<file path="src/rtl/core/cfas_pkg.sv">
// ----------------------------------------------------------------------------
// cfas_pkg
// Shared types, constants and helpers for the CAN frame to ASCII serial unit.
// ----------------------------------------------------------------------------
package cfas_pkg;

   // frame geometry
   localparam int MAX_PAYLOAD_BYTES = 8;
   localparam int ID_WIDTH          = 11;
   localparam int LEN_WIDTH         = 4;
   localparam int BYTE_WIDTH        = 8;
   localparam int POS_WIDTH         = 5;

   // character positions inside the frame text
   localparam logic [POS_WIDTH-1:0] POS_START   = 5'd0;
   localparam logic [POS_WIDTH-1:0] POS_ID_HI   = 5'd1;
   localparam logic [POS_WIDTH-1:0] POS_ID_MID  = 5'd2;
   localparam logic [POS_WIDTH-1:0] POS_ID_LO   = 5'd3;
   localparam logic [POS_WIDTH-1:0] POS_LEN     = 5'd4;
   localparam logic [POS_WIDTH-1:0] POS_DATA    = 5'd5;

   // character codes
   localparam logic [7:0] CHAR_START = 8'h74;  // 't'
   localparam logic [7:0] CHAR_ZERO  = 8'h30;  // '0'
   localparam logic [7:0] CHAR_ALPHA = 8'h41;  // 'A'
   localparam logic [7:0] CHAR_CR    = 8'h0D;  // carriage return

   typedef logic [BYTE_WIDTH-1:0] byte_type;

   // one input word
   typedef struct packed {
      logic [ID_WIDTH-1:0]                    can_id;
      logic [LEN_WIDTH-1:0]                   data_len;
      logic [MAX_PAYLOAD_BYTES-1:0][BYTE_WIDTH-1:0] data_byte;
   } frame_type;

   // controller states
   typedef enum logic {
      ST_IDLE,
      ST_EMIT
   } state_type;

   // controller to datapath
   typedef struct packed {
      logic load;
      logic advance;
   } cmd_type;

   // datapath to controller
   typedef struct packed {
      logic at_last;
      logic out_free;
   } status_type;

   // upper-case hex digit of a nibble
   function automatic logic [7:0] hex_digit(input logic [3:0] nibble);
      logic [7:0] code;
      if (nibble < 4'd10) begin
         code = CHAR_ZERO + {4'd0, nibble};
      end else begin
         code = CHAR_ALPHA + {4'd0, nibble - 4'd10};
      end
      return code;
   endfunction

   // clamp the length field to the payload size
   function automatic logic [LEN_WIDTH-1:0] clamp_len(input logic [LEN_WIDTH-1:0] len);
      logic [LEN_WIDTH-1:0] res;
      if (len > LEN_WIDTH'(MAX_PAYLOAD_BYTES)) begin
         res = LEN_WIDTH'(MAX_PAYLOAD_BYTES);
      end else begin
         res = len;
      end
      return res;
   endfunction

endpackage

</file>
<file path="src/rtl/core/cfas_if.sv">
// ----------------------------------------------------------------------------
// cfas channel interfaces
// Valid/ready channels for incoming CAN frames and outgoing ASCII characters.
// ----------------------------------------------------------------------------
interface cfas_req_if import cfas_pkg::*; ();
   logic                                         valid;
   logic                                         ready;
   logic [ID_WIDTH-1:0]                          can_id;
   logic [LEN_WIDTH-1:0]                         data_len;
   logic [BYTE_WIDTH-1:0]                        data_byte_0;
   logic [BYTE_WIDTH-1:0]                        data_byte_1;
   logic [BYTE_WIDTH-1:0]                        data_byte_2;
   logic [BYTE_WIDTH-1:0]                        data_byte_3;
   logic [BYTE_WIDTH-1:0]                        data_byte_4;
   logic [BYTE_WIDTH-1:0]                        data_byte_5;
   logic [BYTE_WIDTH-1:0]                        data_byte_6;
   logic [BYTE_WIDTH-1:0]                        data_byte_7;

   modport source (
      output valid, can_id, data_len, data_byte_0, data_byte_1, data_byte_2,
             data_byte_3, data_byte_4, data_byte_5, data_byte_6, data_byte_7,
      input  ready
   );
   modport sink (
      input  valid, can_id, data_len, data_byte_0, data_byte_1, data_byte_2,
             data_byte_3, data_byte_4, data_byte_5, data_byte_6, data_byte_7,
      output ready
   );
endinterface

interface cfas_rsp_if ();
   logic       valid;
   logic       ready;
   logic [7:0] ascii_char;
   logic       last_char;

   modport source (output valid, ascii_char, last_char, input ready);
   modport sink (input valid, ascii_char, last_char, output ready);
endinterface

</file>
<file path="src/rtl/core/cfas_ctrl.sv">
// ----------------------------------------------------------------------------
// cfas_ctrl
// Controller: takes a frame, then steps the datapath one character at a time.
// ----------------------------------------------------------------------------
module cfas_ctrl
   import cfas_pkg::*;
(
   input  logic       clock,
   input  logic       reset,
   input  logic       req_valid,
   output logic       req_ready,
   input  status_type status,
   output cmd_type    cmd
);

   state_type state_ff;
   state_type state_in;
   logic      advance;

   // state register
   always_ff @(posedge clock) begin
      if (reset) begin
         state_ff <= ST_IDLE;
      end else begin
         state_ff <= state_in;
      end
   end

   // outputs
   always_comb begin
      advance   = 1'b0;
      req_ready = 1'b0;
      case (state_ff)
         ST_IDLE: begin
            req_ready = 1'b1;
         end
         ST_EMIT: begin
            advance   = status.out_free;
            // next frame may load while the carriage return goes out
            req_ready = status.out_free & status.at_last;
         end
         default: begin
            advance   = 1'b0;
            req_ready = 1'b0;
         end
      endcase
      cmd.advance = advance;
      cmd.load    = req_valid & req_ready;
   end

   // next state
   always_comb begin
      state_in = state_ff;
      case (state_ff)
         ST_IDLE: begin
            if (req_valid) begin
               state_in = ST_EMIT;
            end
         end
         ST_EMIT: begin
            if (status.out_free && status.at_last && !req_valid) begin
               state_in = ST_IDLE;
            end
         end
         default: begin
            state_in = ST_IDLE;
         end
      endcase
   end

endmodule

</file>
<file path="src/rtl/core/cfas_dpath.sv">
// ----------------------------------------------------------------------------
// cfas_dpath
// Datapath: holds the frame, picks the character at the current position and
// keeps it in the output register.
// ----------------------------------------------------------------------------
module cfas_dpath
   import cfas_pkg::*;
(
   input  logic       clock,
   input  logic       reset,
   input  cmd_type    cmd,
   output status_type status,
   input  frame_type  frame,
   output logic       rsp_valid,
   input  logic       rsp_ready,
   output logic [7:0] ascii_char,
   output logic       last_char
);

   localparam int BIDX_WIDTH = $clog2(MAX_PAYLOAD_BYTES) > 0 ? $clog2(MAX_PAYLOAD_BYTES) : 1;

   logic [ID_WIDTH-1:0]                          id_ff;
   logic [LEN_WIDTH-1:0]                         len_ff;
   logic [MAX_PAYLOAD_BYTES-1:0][BYTE_WIDTH-1:0] payload_ff;
   logic [POS_WIDTH-1:0]                         pos_ff;
   logic [POS_WIDTH-1:0]                         pos_in;
   logic                                         valid_ff;
   logic                                         valid_in;
   logic [7:0]                                   char_ff;
   logic                                         last_ff;

   logic [POS_WIDTH-1:0]                         last_pos;
   logic [POS_WIDTH-1:0]                         data_off;
   logic [BIDX_WIDTH-1:0]                        byte_idx;
   logic [BYTE_WIDTH-1:0]                        cur_byte;
   logic [7:0]                                   char_sel;
   logic                                         at_last;

   // frame holding registers
   always_ff @(posedge clock) begin
      if (cmd.load) begin
         id_ff      <= frame.can_id;
         len_ff     <= clamp_len(frame.data_len);
         payload_ff <= frame.data_byte;
      end
   end

   // character position
   always_comb begin
      pos_in = pos_ff;
      if (cmd.load) begin
         pos_in = POS_START;
      end else if (cmd.advance) begin
         pos_in = pos_ff + 5'd1;
      end
   end

   always_ff @(posedge clock) begin
      if (reset) begin
         pos_ff <= POS_START;
      end else begin
         pos_ff <= pos_in;
      end
   end

   // character select for the current position
   always_comb begin
      last_pos = POS_DATA + {len_ff, 1'b0};
      data_off = pos_ff - POS_DATA;
      byte_idx = data_off[BIDX_WIDTH:1];
      cur_byte = payload_ff[byte_idx];
      at_last  = (pos_ff == last_pos);
      case (pos_ff)
         POS_START:  char_sel = CHAR_START;
         POS_ID_HI:  char_sel = hex_digit({1'b0, id_ff[10:8]});
         POS_ID_MID: char_sel = hex_digit(id_ff[7:4]);
         POS_ID_LO:  char_sel = hex_digit(id_ff[3:0]);
         POS_LEN:    char_sel = CHAR_ZERO + {4'd0, len_ff};
         default: begin
            if (at_last) begin
               char_sel = CHAR_CR;
            end else if (!data_off[0]) begin
               char_sel = hex_digit(cur_byte[7:4]);
            end else begin
               char_sel = hex_digit(cur_byte[3:0]);
            end
         end
      endcase
   end

   // output register
   always_comb begin
      valid_in = valid_ff;
      if (cmd.advance) begin
         valid_in = 1'b1;
      end else if (rsp_ready) begin
         valid_in = 1'b0;
      end
   end

   always_ff @(posedge clock) begin
      if (reset) begin
         valid_ff <= 1'b0;
      end else begin
         valid_ff <= valid_in;
      end
   end

   always_ff @(posedge clock) begin
      if (cmd.advance) begin
         char_ff <= char_sel;
         last_ff <= at_last;
      end
   end

   assign status.at_last  = at_last;
   assign status.out_free = ~valid_ff | rsp_ready;
   assign rsp_valid       = valid_ff;
   assign ascii_char      = char_ff;
   assign last_char       = last_ff;

endmodule

</file>
<file path="src/rtl/core/can_frame_to_ascii_serial_unit.sv">
// ----------------------------------------------------------------------------
// can_frame_to_ascii_serial_unit
// Turns one standard CAN frame into its ASCII serial text, one character per
// output word.
// ----------------------------------------------------------------------------
// Usage:
//   req_if carries one frame per word: 11-bit identifier, length (values
//   above 8 count as 8) and eight data bytes. rsp_if returns the text 't',
//   three hex id digits, the length digit, two hex digits per used byte and a
//   carriage return flagged by last_char.
//   A frame with n used bytes gives 6 + 2n characters (6 to 22), one per
//   cycle while the receiver keeps ready high; the character sequencer is
//   the limit. The first character is presented after the frame is latched
//   into the holding registers and its 't' goes into the output register.
//   The next frame is taken in the cycle the carriage return is loaded into
//   the output register, so back-to-back frames stream with no gap.
//   Reset (synchronous) drops any frame in progress and clears rsp valid.
//   When the receiver stalls, the output register holds its character and
//   the sequencer waits; no character is lost or repeated.
// ----------------------------------------------------------------------------
module can_frame_to_ascii_serial_unit
   import cfas_pkg::*;
(
   input logic            clock,
   input logic            reset,
   cfas_req_if.sink       req_if,
   cfas_rsp_if.source     rsp_if
);

   cmd_type    cmd;
   status_type status;
   frame_type  frame;

   // gather the input word
   always_comb begin
      frame.can_id       = req_if.can_id;
      frame.data_len     = req_if.data_len;
      frame.data_byte[0] = req_if.data_byte_0;
      frame.data_byte[1] = req_if.data_byte_1;
      frame.data_byte[2] = req_if.data_byte_2;
      frame.data_byte[3] = req_if.data_byte_3;
      frame.data_byte[4] = req_if.data_byte_4;
      frame.data_byte[5] = req_if.data_byte_5;
      frame.data_byte[6] = req_if.data_byte_6;
      frame.data_byte[7] = req_if.data_byte_7;
   end

   cfas_ctrl u_ctrl (
      .clock     (clock),
      .reset     (reset),
      .req_valid (req_if.valid),
      .req_ready (req_if.ready),
      .status    (status),
      .cmd       (cmd)
   );

   cfas_dpath u_dpath (
      .clock      (clock),
      .reset      (reset),
      .cmd        (cmd),
      .status     (status),
      .frame      (frame),
      .rsp_valid  (rsp_if.valid),
      .rsp_ready  (rsp_if.ready),
      .ascii_char (rsp_if.ascii_char),
      .last_char  (rsp_if.last_char)
   );

endmodule

</file>
<file path="src/flat_wrapper.sv">
// flat-port wrapper written by rule: the top's interface ports become plain ports
module can_frame_to_ascii_serial_unit_flat import cfas_pkg::*;
  (clock, reset, req_if_valid, req_if_can_id, req_if_data_len, req_if_data_byte_0, req_if_data_byte_1, req_if_data_byte_2, req_if_data_byte_3, req_if_data_byte_4, req_if_data_byte_5, req_if_data_byte_6, req_if_data_byte_7, req_if_ready, rsp_if_valid, rsp_if_ascii_char, rsp_if_last_char, rsp_if_ready);
  cfas_req_if req_if_i ();
  cfas_rsp_if rsp_if_i ();
  input logic clock;
  input logic reset;
  input wire logic [$bits(req_if_i.valid)-1:0] req_if_valid;
  input wire logic [$bits(req_if_i.can_id)-1:0] req_if_can_id;
  input wire logic [$bits(req_if_i.data_len)-1:0] req_if_data_len;
  input wire logic [$bits(req_if_i.data_byte_0)-1:0] req_if_data_byte_0;
  input wire logic [$bits(req_if_i.data_byte_1)-1:0] req_if_data_byte_1;
  input wire logic [$bits(req_if_i.data_byte_2)-1:0] req_if_data_byte_2;
  input wire logic [$bits(req_if_i.data_byte_3)-1:0] req_if_data_byte_3;
  input wire logic [$bits(req_if_i.data_byte_4)-1:0] req_if_data_byte_4;
  input wire logic [$bits(req_if_i.data_byte_5)-1:0] req_if_data_byte_5;
  input wire logic [$bits(req_if_i.data_byte_6)-1:0] req_if_data_byte_6;
  input wire logic [$bits(req_if_i.data_byte_7)-1:0] req_if_data_byte_7;
  output wire logic [$bits(req_if_i.ready)-1:0] req_if_ready;
  output wire logic [$bits(rsp_if_i.valid)-1:0] rsp_if_valid;
  output wire logic [$bits(rsp_if_i.ascii_char)-1:0] rsp_if_ascii_char;
  output wire logic [$bits(rsp_if_i.last_char)-1:0] rsp_if_last_char;
  input wire logic [$bits(rsp_if_i.ready)-1:0] rsp_if_ready;
  assign req_if_i.valid = req_if_valid;
  assign req_if_i.can_id = req_if_can_id;
  assign req_if_i.data_len = req_if_data_len;
  assign req_if_i.data_byte_0 = req_if_data_byte_0;
  assign req_if_i.data_byte_1 = req_if_data_byte_1;
  assign req_if_i.data_byte_2 = req_if_data_byte_2;
  assign req_if_i.data_byte_3 = req_if_data_byte_3;
  assign req_if_i.data_byte_4 = req_if_data_byte_4;
  assign req_if_i.data_byte_5 = req_if_data_byte_5;
  assign req_if_i.data_byte_6 = req_if_data_byte_6;
  assign req_if_i.data_byte_7 = req_if_data_byte_7;
  assign req_if_ready = req_if_i.ready;
  assign rsp_if_valid = rsp_if_i.valid;
  assign rsp_if_ascii_char = rsp_if_i.ascii_char;
  assign rsp_if_last_char = rsp_if_i.last_char;
  assign rsp_if_i.ready = rsp_if_ready;
  can_frame_to_ascii_serial_unit u_core (.clock(clock), .reset(reset), .req_if(req_if_i), .rsp_if(rsp_if_i));
endmodule
</file>
<file path="config.mk">
export PLATFORM = sky130hd
export DESIGN_NAME = can_frame_to_ascii_serial_unit_flat
export DESIGN_NICKNAME = d
export VERILOG_FILES = /design/src/rtl/core/cfas_pkg.sv /design/src/rtl/core/cfas_if.sv /design/src/rtl/core/cfas_ctrl.sv /design/src/rtl/core/cfas_dpath.sv /design/src/rtl/core/can_frame_to_ascii_serial_unit.sv /design/src/flat_wrapper.sv
export SDC_FILE = /design/constraint.sdc
export NUM_CORES = 1
export LEC_CHECK = 0
export BUFFER_PORTS_ARGS = -buffer_cell sky130_fd_sc_hd__buf_2
export CAP_MARGIN = 30
export CORE_MARGIN = 1.5
export CORE_UTILIZATION = 52
export CTS_CLUSTER_SIZE = 30
export DETAILED_ROUTE_END_ITERATION = 6
export PLACE_DENSITY = 0.87
export SYNTH_ARGS = -nofsm -noshare
export SYNTH_HDL_FRONTEND = slang
export SYNTH_SLANG_ARGS = --single-unit
export TNS_END_PERCENT = 1
</file>
<file path="constraint.sdc">
create_clock -name clock -period 8.8 [get_ports clock]
set_clock_uncertainty 0.1 [all_clocks]
set_input_delay 0.44 -clock clock [delete_from_list [all_inputs] [get_ports clock]]
set_output_delay 0.44 -clock clock [all_outputs]
set_load 0.01 [all_outputs]
</file>
==> results.md, run 1 <==
* Cts hold-fix bufs at 0
* CP max stage cell: dfxtp_1
* Max stage delay on crit path at between 600 and 700 ps
* Fraction of layout cells with a size suffix above 1 at around 30%
* Pin count of the biggest net entering global routing at 80
* R2R cell count at 9
* Total number of vias at ~3000
* Initial Util at 53.6%
* Die W at between 90 and 100 µm
* CTS Buf Count at 9
* Unique masters post-synth at 64
* Seq/Total Area, Yosys at about three fifths
* Diode count at 0
* Syn_nets at 443
* Grt ovf at 0
* Async S/R FF share, synth at 0%
* Fill cells at around 680
* HP Class: in2reg
* Largest family of logic cells by synthesized area: simple AND/OR/NAND/NOR gates
* Area growth, synth to finish at 15.8%
* RePlAce Congestion at 0.839
* Clock tree sinks at 94
* Setup Crit Path Kind: reg2reg
* Worst skew pair latency at ~370 ps
* Fin nets at around 540
* DR WL/cell at approximately 16 µm
* Total core area at approximately 0.0087 mm²
* Hold violation count in the final report at 0
* CTS root buf: clkbuf_8
* Maximum Capacitance Violations at 0
* Min Clock Period, post-route at just over 4000 ps
* H-tree depth at 3
* DRC at 0
* Required @ worst endpoint at 8810 ps
* Max Fanout on Critical Path at 15
* Gate Count Post-Synth at between 300 and 400
* Area of the multi-input gates at between 0.0015 and 0.002 mm²
* Tot GR Track Use at approximately 19%
* Unrepaired setup endpoints after global routing: no
* Initial antenna violation count at 0
* Vias in the first global route at 2975
* I/O Pins at 94
* Post-Syn Area at ~0.0047 mm²
* Xor/xnor share of the synthesized area at 4.54%
* Most used cell along the critical path: ha_1
* PD cells at roughly 170 mW/mm²
* TNS Setup at 0 ps
* Register area at roughly 0.0028 mm²
* Via/cell ratio at between 5 and 6
* Endpoints failing setup at 0
* Post-CTS Setup Inserts at 0
* Worst slew pin tran at between 700 and 800 ps
* Status: completed
* Fmax at between 0.2 and 0.25 GHz
* Slew margin rel. at a little under half
* Full die area at 0.00953 mm²
* DRT Pass-1 Iters at 5
* Startpoint types: flip-flop
* Register-to-register setup slack at ~4800 ps
* Final WL at slightly below 9000 µm
* CP endpoint kind: flip-flop
* Num rows at 34
* Syn_area_per_cell at about 14 µm²
* Post-Synth Adder-Cell Area at around 4.8%
* Most common flop cell mapped by yosys: edfxtp_1
* Synth Warn # at 0
* VDD IR max at about 0.13 mV
* Antenna Violating Nets Remaining at 0
* Hold path depth at 1
* Port Buffers at between 90 and 100
* Hpwl dp at 6660 µm
* Final worst path period share at between 40% and 50%
* Worst EP arrival at around 4000 ps
* Post-synth EDFFs at 87
* Post-synthesis mux area share at 8.60%
* Synth Area in Compound Gates at under 10%
* Area fraction in and, or, nand and nor cells after synthesis at between 10% and 20%
* Reg clk slew, reported paths at about 100 ps
* Pins over their slew limit at 0
* Initial detailed-routing violation count at between 100 and 150
* First-pass GRT wire length at between 10000 and 15000 µm
* CTS tree: yes
* Leakage at ~2.1 nW
* Final Util at around 62%
* Clock Path Buffers at 2
* Chip height at between 90 and 100 µm
* #FFs+latches synth at 94
* CP cell instances: clkinv_1 > ha_1 > xnor2_2 > mux4_1 > mux2i_1 > ha_1 > xnor2_1 > a41oi_1 > a31oi_1
* Post-cts resize count at 0
placed cells by master, fill, tap and decap left out, types with 3 or more instances in the layout:
cell | synthesis | final
and2_1 | 4 | 3
a21oi_1 | 20 | 20
clkbuf_8 | 0 | 9
nor2_1 | 24 | 24
mux2i_1 | 14 | 14
nand2b_1 | 9 | 9
mux4_2 | 7 | 7
xor2_1 | 7 | 7
buf_2 | 2 | 92
a31oi_1 | 3 | 3
xnor2_1 | 9 | 9
nand4_1 | 8 | 8
and3_1 | 3 | 3
ha_1 | 18 | 18
inv_6 | 0 | 3
edfxtp_1 | 87 | 87
inv_1 | 9 | 9
dfxtp_1 | 7 | 7
nor4_1 | 4 | 4
o22ai_1 | 4 | 4
nand3_1 | 4 | 4
o21ai_0 | 11 | 11
nor2b_1 | 6 | 6
nor3_1 | 4 | 4
nand2_1 | 21 | 21
routing by layer:
layer  share of wire (%)  routed length [µm]  GRT usage (%)  up-vias
li1                    -                   -              -     1475
met1                  42                3730           23.9     1384
met2                  50                4480           33.2      127
met3                 6.0                 538           4.46       15
met4                 1.7                 153           7.58        0
met5                   0                   0              0        -
critical path: cells and delay by family (launching register included):
kind                     cells  cell delay (ps)
XOR/XNOR                     2              770
flip-flops                   1              670
multiplexers                 2              770
buffers and inverters        1              410
AO/OA/AOI/OAI                2              310
adder cells (fa/ha/maj)      2              740
kinds of logic after synthesis:
kind of cell | count (synthesis)
compound gates | 65
fa+ha+maj | 18
other cells | 1
flops | 94
buf+inv | 22
simple gates | 97
mux | 26
xor+xnor | 19
cell usage after synthesis, types with 4 or more instances:
cell type	instances	share of area (%)
a21oi_1	20	2.2
and2_1	4	0.54
clkbuf_1	5	0.40
dfxtp_1	7	3.0
edfxtp_1	87	56
ha_1	18	4.8
inv_1	9	0.73
mux2i_1	14	3.0
mux4_2	7	3.4
nand2_1	21	1.7
nand2b_1	9	1.2
nand3_1	4	0.43
nand4_1	8	1.1
nor2_1	24	1.9
nor2b_1	6	0.81
nor3_1	4	0.43
nor4_1	4	0.54
o21ai_0	11	1.2
o22ai_1	4	0.54
xnor2_1	9	1.7
xor2_1	7	1.3
power breakdown:
part / switching (mW) / total (mW) / leakage (nW) / internal [mW]
clock network: 0.165 / 0.274 / 0.0984 / 0.110
logic: 0.0739 / 0.138 / 1.12 / 0.0644
registers: 0.0117 / 0.529 / 0.881 / 0.518
layout make-up:
cell class | count | share of cell area [%]
Clock buffer | 9 | 2.30
Clock inverter | 7 | 1.16
Inverter | 10 | 0.697
Multi-Input combinational cell | 226 | 33.2
Sequential cell | 94 | 51.1
Tap cell | 108 | 2.51
Timing Repair Buffer | 93 | 9.06
worst paths after layout:
kind / from / endpoint
worst max register to register: u_core.u_dpath.pos_ff[0] / u_core.u_dpath.ascii_char[2]
worst min-delay path: req_if_data_byte_6[3] / u_core.u_dpath.payload_ff[51]
worst min register to register: u_core.u_ctrl.state_ff / u_core.u_dpath.rsp_valid
worst max-delay path: u_core.u_dpath.pos_ff[0] / u_core.u_dpath.ascii_char[2]
registers in the layout, indices dropped and copies added (netlist names):
register	count
u_core.u_ctrl.state_ff	1
u_core.u_dpath.ascii_char	7
u_core.u_dpath.id_ff	11
u_core.u_dpath.last_char	1
u_core.u_dpath.len_ff	4
u_core.u_dpath.payload_ff	64
u_core.u_dpath.pos_ff	5
u_core.u_dpath.rsp_valid	1
per-stage QoR:
step	worst slack (ps)	power [mW]	instance area [µm²]	hold WS [ps]	instances
4_1_cts	4760	0.951	5360	119	546
5_1_grt	4480	0.987	5390	110	547
6_report	4770	0.942	5390	138	547
3_5_place_dp	4770	0.677	5170	378	530
3_3_place_gp	4830	0.673	5170	350	530
2_1_floorplan	4980	0.633	4650	342	342
Note: power is estimated with default switching activity, not from simulation.
==> inputs of run 2 (changes only) <==
==> constraint.sdc (replaced) <==
create_clock -name clock -period 3.8 [get_ports clock]
set_clock_uncertainty 0.1 [all_clocks]
set_input_delay 0.19 -clock clock [delete_from_list [all_inputs] [get_ports clock]]
set_output_delay 0.19 -clock clock [all_outputs]
set_load 0.01 [all_outputs]
==> run 2 against run 1 <==
Design area rose by 15%. Worst setup slack got worse by 4600 ps. Sequential cell count did not move. Register-to-register slack got worse by 4600 ps.
==> results.md, run 2 (same netlist as run 1, synthesis figures left out) <==
* Status: completed (unchanged)
* Final worst path period share at 95.7% (was 45.7%)
* Diode count at 0 (unchanged)
* TNS Setup at 0 ps (unchanged)
* Fraction of layout cells with a size suffix above 1 at 25.9% (was 29.8%)
* Antenna Violating Nets Remaining at 0 (unchanged)
* Area growth, synth to finish at 33.1% (was 15.8%)
* Grt ovf at 0 (unchanged)
* Tot GR Track Use at 24.8% (was 19.4%)
* PD cells at 366 mW/mm² (was 175 mW/mm²)
* Reg clk slew, reported paths at 100 ps (about the same)
* Clock tree sinks at 94 (unchanged)
* RePlAce Congestion at 0.891 (was 0.839)
* DRT Pass-1 Iters at 6 (was 5)
* Max Fanout on Critical Path at 10 (was 15)
* Most used cell along the critical path: ha_1 (unchanged)
* CTS tree: yes (unchanged)
* Maximum Capacitance Violations at 0 (unchanged)
* Chip height at 97.6 µm (unchanged)
* Worst slew pin tran at 774 ps (was 788 ps)
* Unrepaired setup endpoints after global routing: no (unchanged)
* Full die area at 0.00953 mm² (unchanged)
* Required @ worst endpoint at 3810 ps (was 8810 ps)
* First-pass GRT wire length at 18300 µm (was 14400 µm)
* I/O Pins at 94 (unchanged)
* Via/cell ratio at 5.63 (was 5.49)
* Fmax at 0.275 GHz (was 0.248 GHz)
* Leakage at 2.44 nW (was 2.10 nW)
* Max stage delay on crit path at 460 ps (was 670 ps)
* R2R cell count at 10 (was 9)
* Commonest non-fill, non-tap cell in the layout: buf_2 (unchanged)
* Hold violation count in the final report at 0 (unchanged)
* Num rows at 34 (unchanged)
* Critical Path Stages at 10 (was 9)
* CP endpoint kind: flip-flop (unchanged)
* CP top delay family: adder cells (was XOR/XNOR gates)
* Worst skew pair latency at 370 ps (about the same)
* Worst EP arrival at 3650 ps (was 4040 ps)
* Setup Crit Path Kind: reg2reg (unchanged)
* Port Buffers at 92 (unchanged)
* Die W at 97.6 µm (unchanged)
* CTS Buf Count at 9 (unchanged)
* Min Clock Period, post-route at 3640 ps (was 4030 ps)
* CP max stage cell: xnor2_2 (was dfxtp_1)
* Pins over their slew limit at 0 (unchanged)
* Most frequent cells in the layout: buf_2, edfxtp_1, dlygate4sd3_1 (was buf_2, edfxtp_1, nor2_1)
* Total power at 2.27 mW (was 0.942 mW)
* Slew margin rel. at 48.4% (was 47.4%)
* Fin nets at 618 (was 535)
* Initial detailed-routing violation count at 210 (was 146)
* DR WL/cell at 18.5 µm (was 16.3 µm)
* Register-to-register setup slack at 160 ps (was 4770 ps)
* Hold path depth at 2 (was 1)
* CTS root buf: clkbuf_8 (unchanged)
* Final WL at 11700 µm (was 8900 µm)
* Post-cts resize count at 0 (unchanged)
* Initial antenna violation count at 0 (unchanged)
* Total number of vias at 3549 (was 3001)
* Pin count of the biggest net entering global routing at 56 (was 80)
* Buf+Inv Stages, Crit Path at 2 (was 1)
* Most flops, register: u_core.u_dpath.payload_ff (unchanged)
* VDD IR max at 0.224 mV (was 0.125 mV)
* Initial Util at 53.6% (unchanged)
* HP Class: in2reg (unchanged)
* Clock Path Buffers at 2 (unchanged)
* Hpwl dp at 6840 µm (was 6660 µm)
* Vias in the first global route at 3738 (was 2975)
* Endpoints failing setup at 0 (unchanged)
* DRC at 0 (unchanged)
* Total core area at 0.00868 mm² (unchanged)
* Max reg flops at 64 (unchanged)
* Post-CTS Setup Inserts at 0 (unchanged)
* H-tree depth at 3 (unchanged)
* CP cell instances: clkinv_1 > ha_1 > xnor2_2 > buf_4 > mux4_1 > mux2i_1 > ha_1 > xnor2_1 > a41oi_1 > a31oi_1 (was clkinv_1 > ha_1 > xnor2_2 > mux4_1 > mux2i_1 > ha_1 > xnor2_1 > a41oi_1 > a31oi_1)
* Startpoint types: flip-flop (unchanged)
## run 2: worst reg2reg max path: cells and delay by family (launching register included)
family / cells / cell delay [ps]
adders and majority gates: 2 / 750
xor gates and xnor gates: 2 / 600
AOI/OAI and AO/OA: 2 / 370
buffers and inverters: 2 / 510
muxes: 2 / 710
DFF: 1 / 340
## run 2: final cells by class
class	instances	area [µm²]
multi-input cells	226	1790
flip-flops and latches	94	2750
well taps	108	135
inverters	10	37.5
clock inverters	6	53.8
repair buffers	176	1300
fillers	538	2480
clock buffers	10	128
## run 2: timing repair
action,CTS,global route
endpoints found under the setup margin,0,0
hold buffers,78,0
endpoints found under the hold margin,78,0
## run 2: final timing paths
path / start / endpoint
min: req_if_data_len[0] / u_core.u_dpath.len_ff[0]
max: u_core.u_dpath.pos_ff[0] / u_core.u_dpath.ascii_char[2]
min reg2reg: u_core.u_ctrl.state_ff / u_core.u_dpath.rsp_valid
max reg2reg: u_core.u_dpath.pos_ff[0] / u_core.u_dpath.ascii_char[2]
## run 2: layer usage
metal	GRT usage, %	vias to the layer above	wire [µm]	share of wire (%)
met1	30.5	1690	4760	41
met2	42.4	179	5820	50
met3	6.47	29	816	7.0
li1	-	1651	-	-
met5	0	-	0	0
met4	8.46	0	282	2.4
## run 2: power breakdown
group          leakage, nW  total (mW)  switching, mW  internal [mW]
Sequential           0.881        1.22         0.0260           1.20
Combinational         1.47       0.409          0.204          0.205
Clock               0.0894       0.635          0.385          0.250
## run 2: per-stage QoR
stage	instances	hold slack (ps)	worst slack [ps]	instance area [µm²]	util, %
after floorplan	342	159	275	4660	-
after global placement	536	266	507	5230	60.3
after detailed placement	536	268	324	5230	60.3
after CTS	630	18.7	254	6190	71.4
after global routing	630	27.7	47.0	6190	71.4
final	630	25.2	162	6190	71.4
==> inputs of run 3 (changes only) <==
--- a/config.mk
+++ b/config.mk
@@ -8,10 +8,10 @@
 export BUFFER_PORTS_ARGS = -buffer_cell sky130_fd_sc_hd__buf_2
 export CAP_MARGIN = 30
 export CORE_MARGIN = 1.5
-export CORE_UTILIZATION = 52
+export CORE_UTILIZATION = 55
 export CTS_CLUSTER_SIZE = 30
 export DETAILED_ROUTE_END_ITERATION = 6
-export PLACE_DENSITY = 0.87
+export PLACE_DENSITY = 0.91
 export SYNTH_ARGS = -nofsm -noshare
 export SYNTH_HDL_FRONTEND = slang
 export SYNTH_SLANG_ARGS = --single-unit
==> run 3 against run 2 <==
Utilization rose by 4.2 points. Maximum frequency rose by 4.7%. Highest routed layer unchanged. Wire length rose by 2.2%. Largest power group unchanged. Sequential power barely moved. Sequential share of layout area fell by 0.098 points. Final cell count fell by 0.32%. Worst hold slack got worse by 6.6 ps. Via count rose by 3.1%. Critical path type unchanged. Global-route usage rose by 3.5 points.
==> results.md, run 3 (same netlist as run 1, synthesis figures left out) <==
* Endpoints failing setup at 0 (unchanged)
* RePlAce Congestion at 0.914 (was 0.891)
* Num rows at 33 (was 34)
* Pins over their slew limit at 0 (unchanged)
* CTS root buf: clkbuf_8 (unchanged)
* Leakage at 2.44 nW (about the same)
* Register-to-register setup slack at 320 ps (was 160 ps)
* Worst hold margin at 18.6 ps (was 25.2 ps)
* Min Clock Period, post-route at 3480 ps (was 3640 ps)
* R2R cell count at 9 (was 10)
* VDD IR max at 0.248 mV (was 0.224 mV)
* Met3 WL at 1060 µm (was 816 µm)
* Vias in the first global route at 3708 (was 3738)
* HP Class: in2reg (unchanged)
* PD cells at 367 mW/mm² (was 366 mW/mm²)
* Area of the multi-input gates at 0.00180 mm² (was 0.00179 mm²)
* H-tree depth at 3 (unchanged)
* Commonest non-fill, non-tap cell in the layout: buf_2 (unchanged)
* Most flops, register: u_core.u_dpath.payload_ff (unchanged)
* Max Fanout on Critical Path at 13 (was 10)
* Unrepaired setup endpoints after global routing: no (unchanged)
* Initial antenna violation count at 0 (unchanged)
* Total core area at 0.00822 mm² (was 0.00868 mm²)
* Critical Path Sink: u_core.u_dpath.ascii_char[2] (unchanged)
* Worst slew pin tran at 821 ps (was 774 ps)
* Fin nets at 619 (was 618)
* Fraction of layout cells with a size suffix above 1 at 26.0% (was 25.9%)
* Tot GR Track Use at 28.2% (was 24.8%)
* Total number of vias at 3658 (was 3549)
* Initial detailed-routing violation count at 286 (was 210)
* Antenna Violating Nets Remaining at 0 (unchanged)
* Worst skew pair latency at 370 ps (about the same)
* Pin count of the biggest net entering global routing at 52 (was 56)
* Highest routed layer: met4 (unchanged)
* First-pass GRT wire length at 18600 µm (was 18300 µm)
* Hpwl dp at 6940 µm (was 6840 µm)
* Most frequent cells in the layout: buf_2, edfxtp_1, dlygate4sd3_1 (unchanged)
* Final WL at 11900 µm (was 11700 µm)
* Hold violation count in the final report at 0 (unchanged)
* Maximum Capacitance Violations at 0 (unchanged)
* Setup Crit Path Kind: reg2reg (unchanged)
* CTS tree: yes (unchanged)
* Initial Util at 56.6% (was 53.6%)
* Full die area at 0.00902 mm² (was 0.00953 mm²)
* Required @ worst endpoint at 3810 ps (about the same)
* I/O Pins at 94 (unchanged)
* Diode count at 0 (unchanged)
* Register area at 0.00275 mm² (unchanged)
* Fill cells at 485 (was 538)
* Max reg flops at 64 (unchanged)
* Grt ovf at 0 (unchanged)
* DRC at 0 (unchanged)
* Status: completed (unchanged)
* Clock Path Buffers at 2 (unchanged)
* DR WL/cell at 19.0 µm (was 18.5 µm)
* Port Buffers at 92 (unchanged)
* Slew margin rel. at 45.2% (was 48.4%)
* Worst EP arrival at 3480 ps (was 3650 ps)
* Reg2reg end: u_core.u_dpath.ascii_char[2] (unchanged)
* CP endpoint kind: flip-flop (unchanged)
* Fmax at 0.288 GHz (was 0.275 GHz)
* Clock tree sinks at 94 (unchanged)
* Reg clk slew, reported paths at 100 ps (about the same)
* R2r startpoint: u_core.u_dpath.pos_ff[0] (unchanged)
* CTS Buf Count at 9 (unchanged)
* TNS Setup at 0 ps (unchanged)
* Chip height at 95.0 µm (was 97.6 µm)
* Via/cell ratio at 5.82 (was 5.63)
* Startpoint types: flip-flop (unchanged)
* Area growth, synth to finish at 33.4% (was 33.1%)
* DRT Pass-1 Iters at 5 (was 6)
* Post-CTS Setup Inserts at 0 (unchanged)
* Worst setup path startpoint: u_core.u_dpath.pos_ff[0] (unchanged)
* Length of routed met2 wiring at 5810 µm (was 5820 µm)
* Die W at 95.0 µm (was 97.6 µm)
* Total power at 2.28 mW (was 2.27 mW)
* Final worst path period share at 91.5% (was 95.7%)
* Post-Route M1 WL at 4750 µm (was 4760 µm)
## run 3: routing by layer
layer	up-vias	GRT usage (%)
met2	214	47.6
met5	-	0
li1	1652	-
met1	1760	35.0
met4	0	10.8
met3	32	7.00
## run 3: report_power, final
part / total (mW) / switching [mW] / internal [mW]
logic: 0.414 / 0.207 / 0.207
registers: 1.23 / 0.0277 / 1.20
clock network: 0.637 / 0.388 / 0.249
total: 2.28 / 0.623 / 1.66
## run 3: cell type report
class | instances | area share, %
flip-flops and latches | 94 | 44.3
multi-input cells | 226 | 29.0
repair buffers | 177 | 21.0
well taps | 105 | 2.12
clock buffers | 10 | 2.06
clock inverters | 6 | 0.846
inverters | 10 | 0.605
## run 3: how the worst min path moves through the flow
stage | startpoint | end | slack [ps] | cells past startpoint
after floorplan | reset | u_core.u_dpath.rsp_valid | 160 | 1
after global placement | req_if_data_byte_3[7] | u_core.u_dpath.payload_ff[31] | 270 | 1
after detailed placement | req_if_data_byte_6[1] | u_core.u_dpath.payload_ff[49] | 270 | 1
after CTS | req_if_data_len[0] | u_core.u_dpath.len_ff[0] | 9 | 2
after global routing | req_if_data_len[0] | u_core.u_dpath.len_ff[0] | 6 | 2
final | req_if_data_len[0] | u_core.u_dpath.len_ff[0] | 20 | 2
## run 3: worst max-delay path: stages, from the launching register on
cell and delay, ps:
dfxtp_1 350, clkinv_1 250, ha_1 420, xnor2_4 510, mux4_1 400, mux2i_1 400
ha_1 340, xnor2_1 130, a41oi_1 210, a31oi_1 110
## run 3: through the flow
step / util [%] / instance area [µm²] / cells / setup WS, ps
5_1_grt: 75.6 / 6210 / 628 / 128
4_1_cts: 75.4 / 6200 / 628 / 226
3_3_place_gp: 63.7 / 5240 / 534 / 362
6_report: 75.6 / 6210 / 628 / 325
2_1_floorplan: - / 4660 / 342 / 275
3_5_place_dp: 63.7 / 5240 / 534 / 237
## run 3: repair_timing
item	in CTS	in global routing
gates resized for setup	0	1
setup endpoints to repair	0	1
endpoints found under the hold margin	78	0
hold buffers	78	0
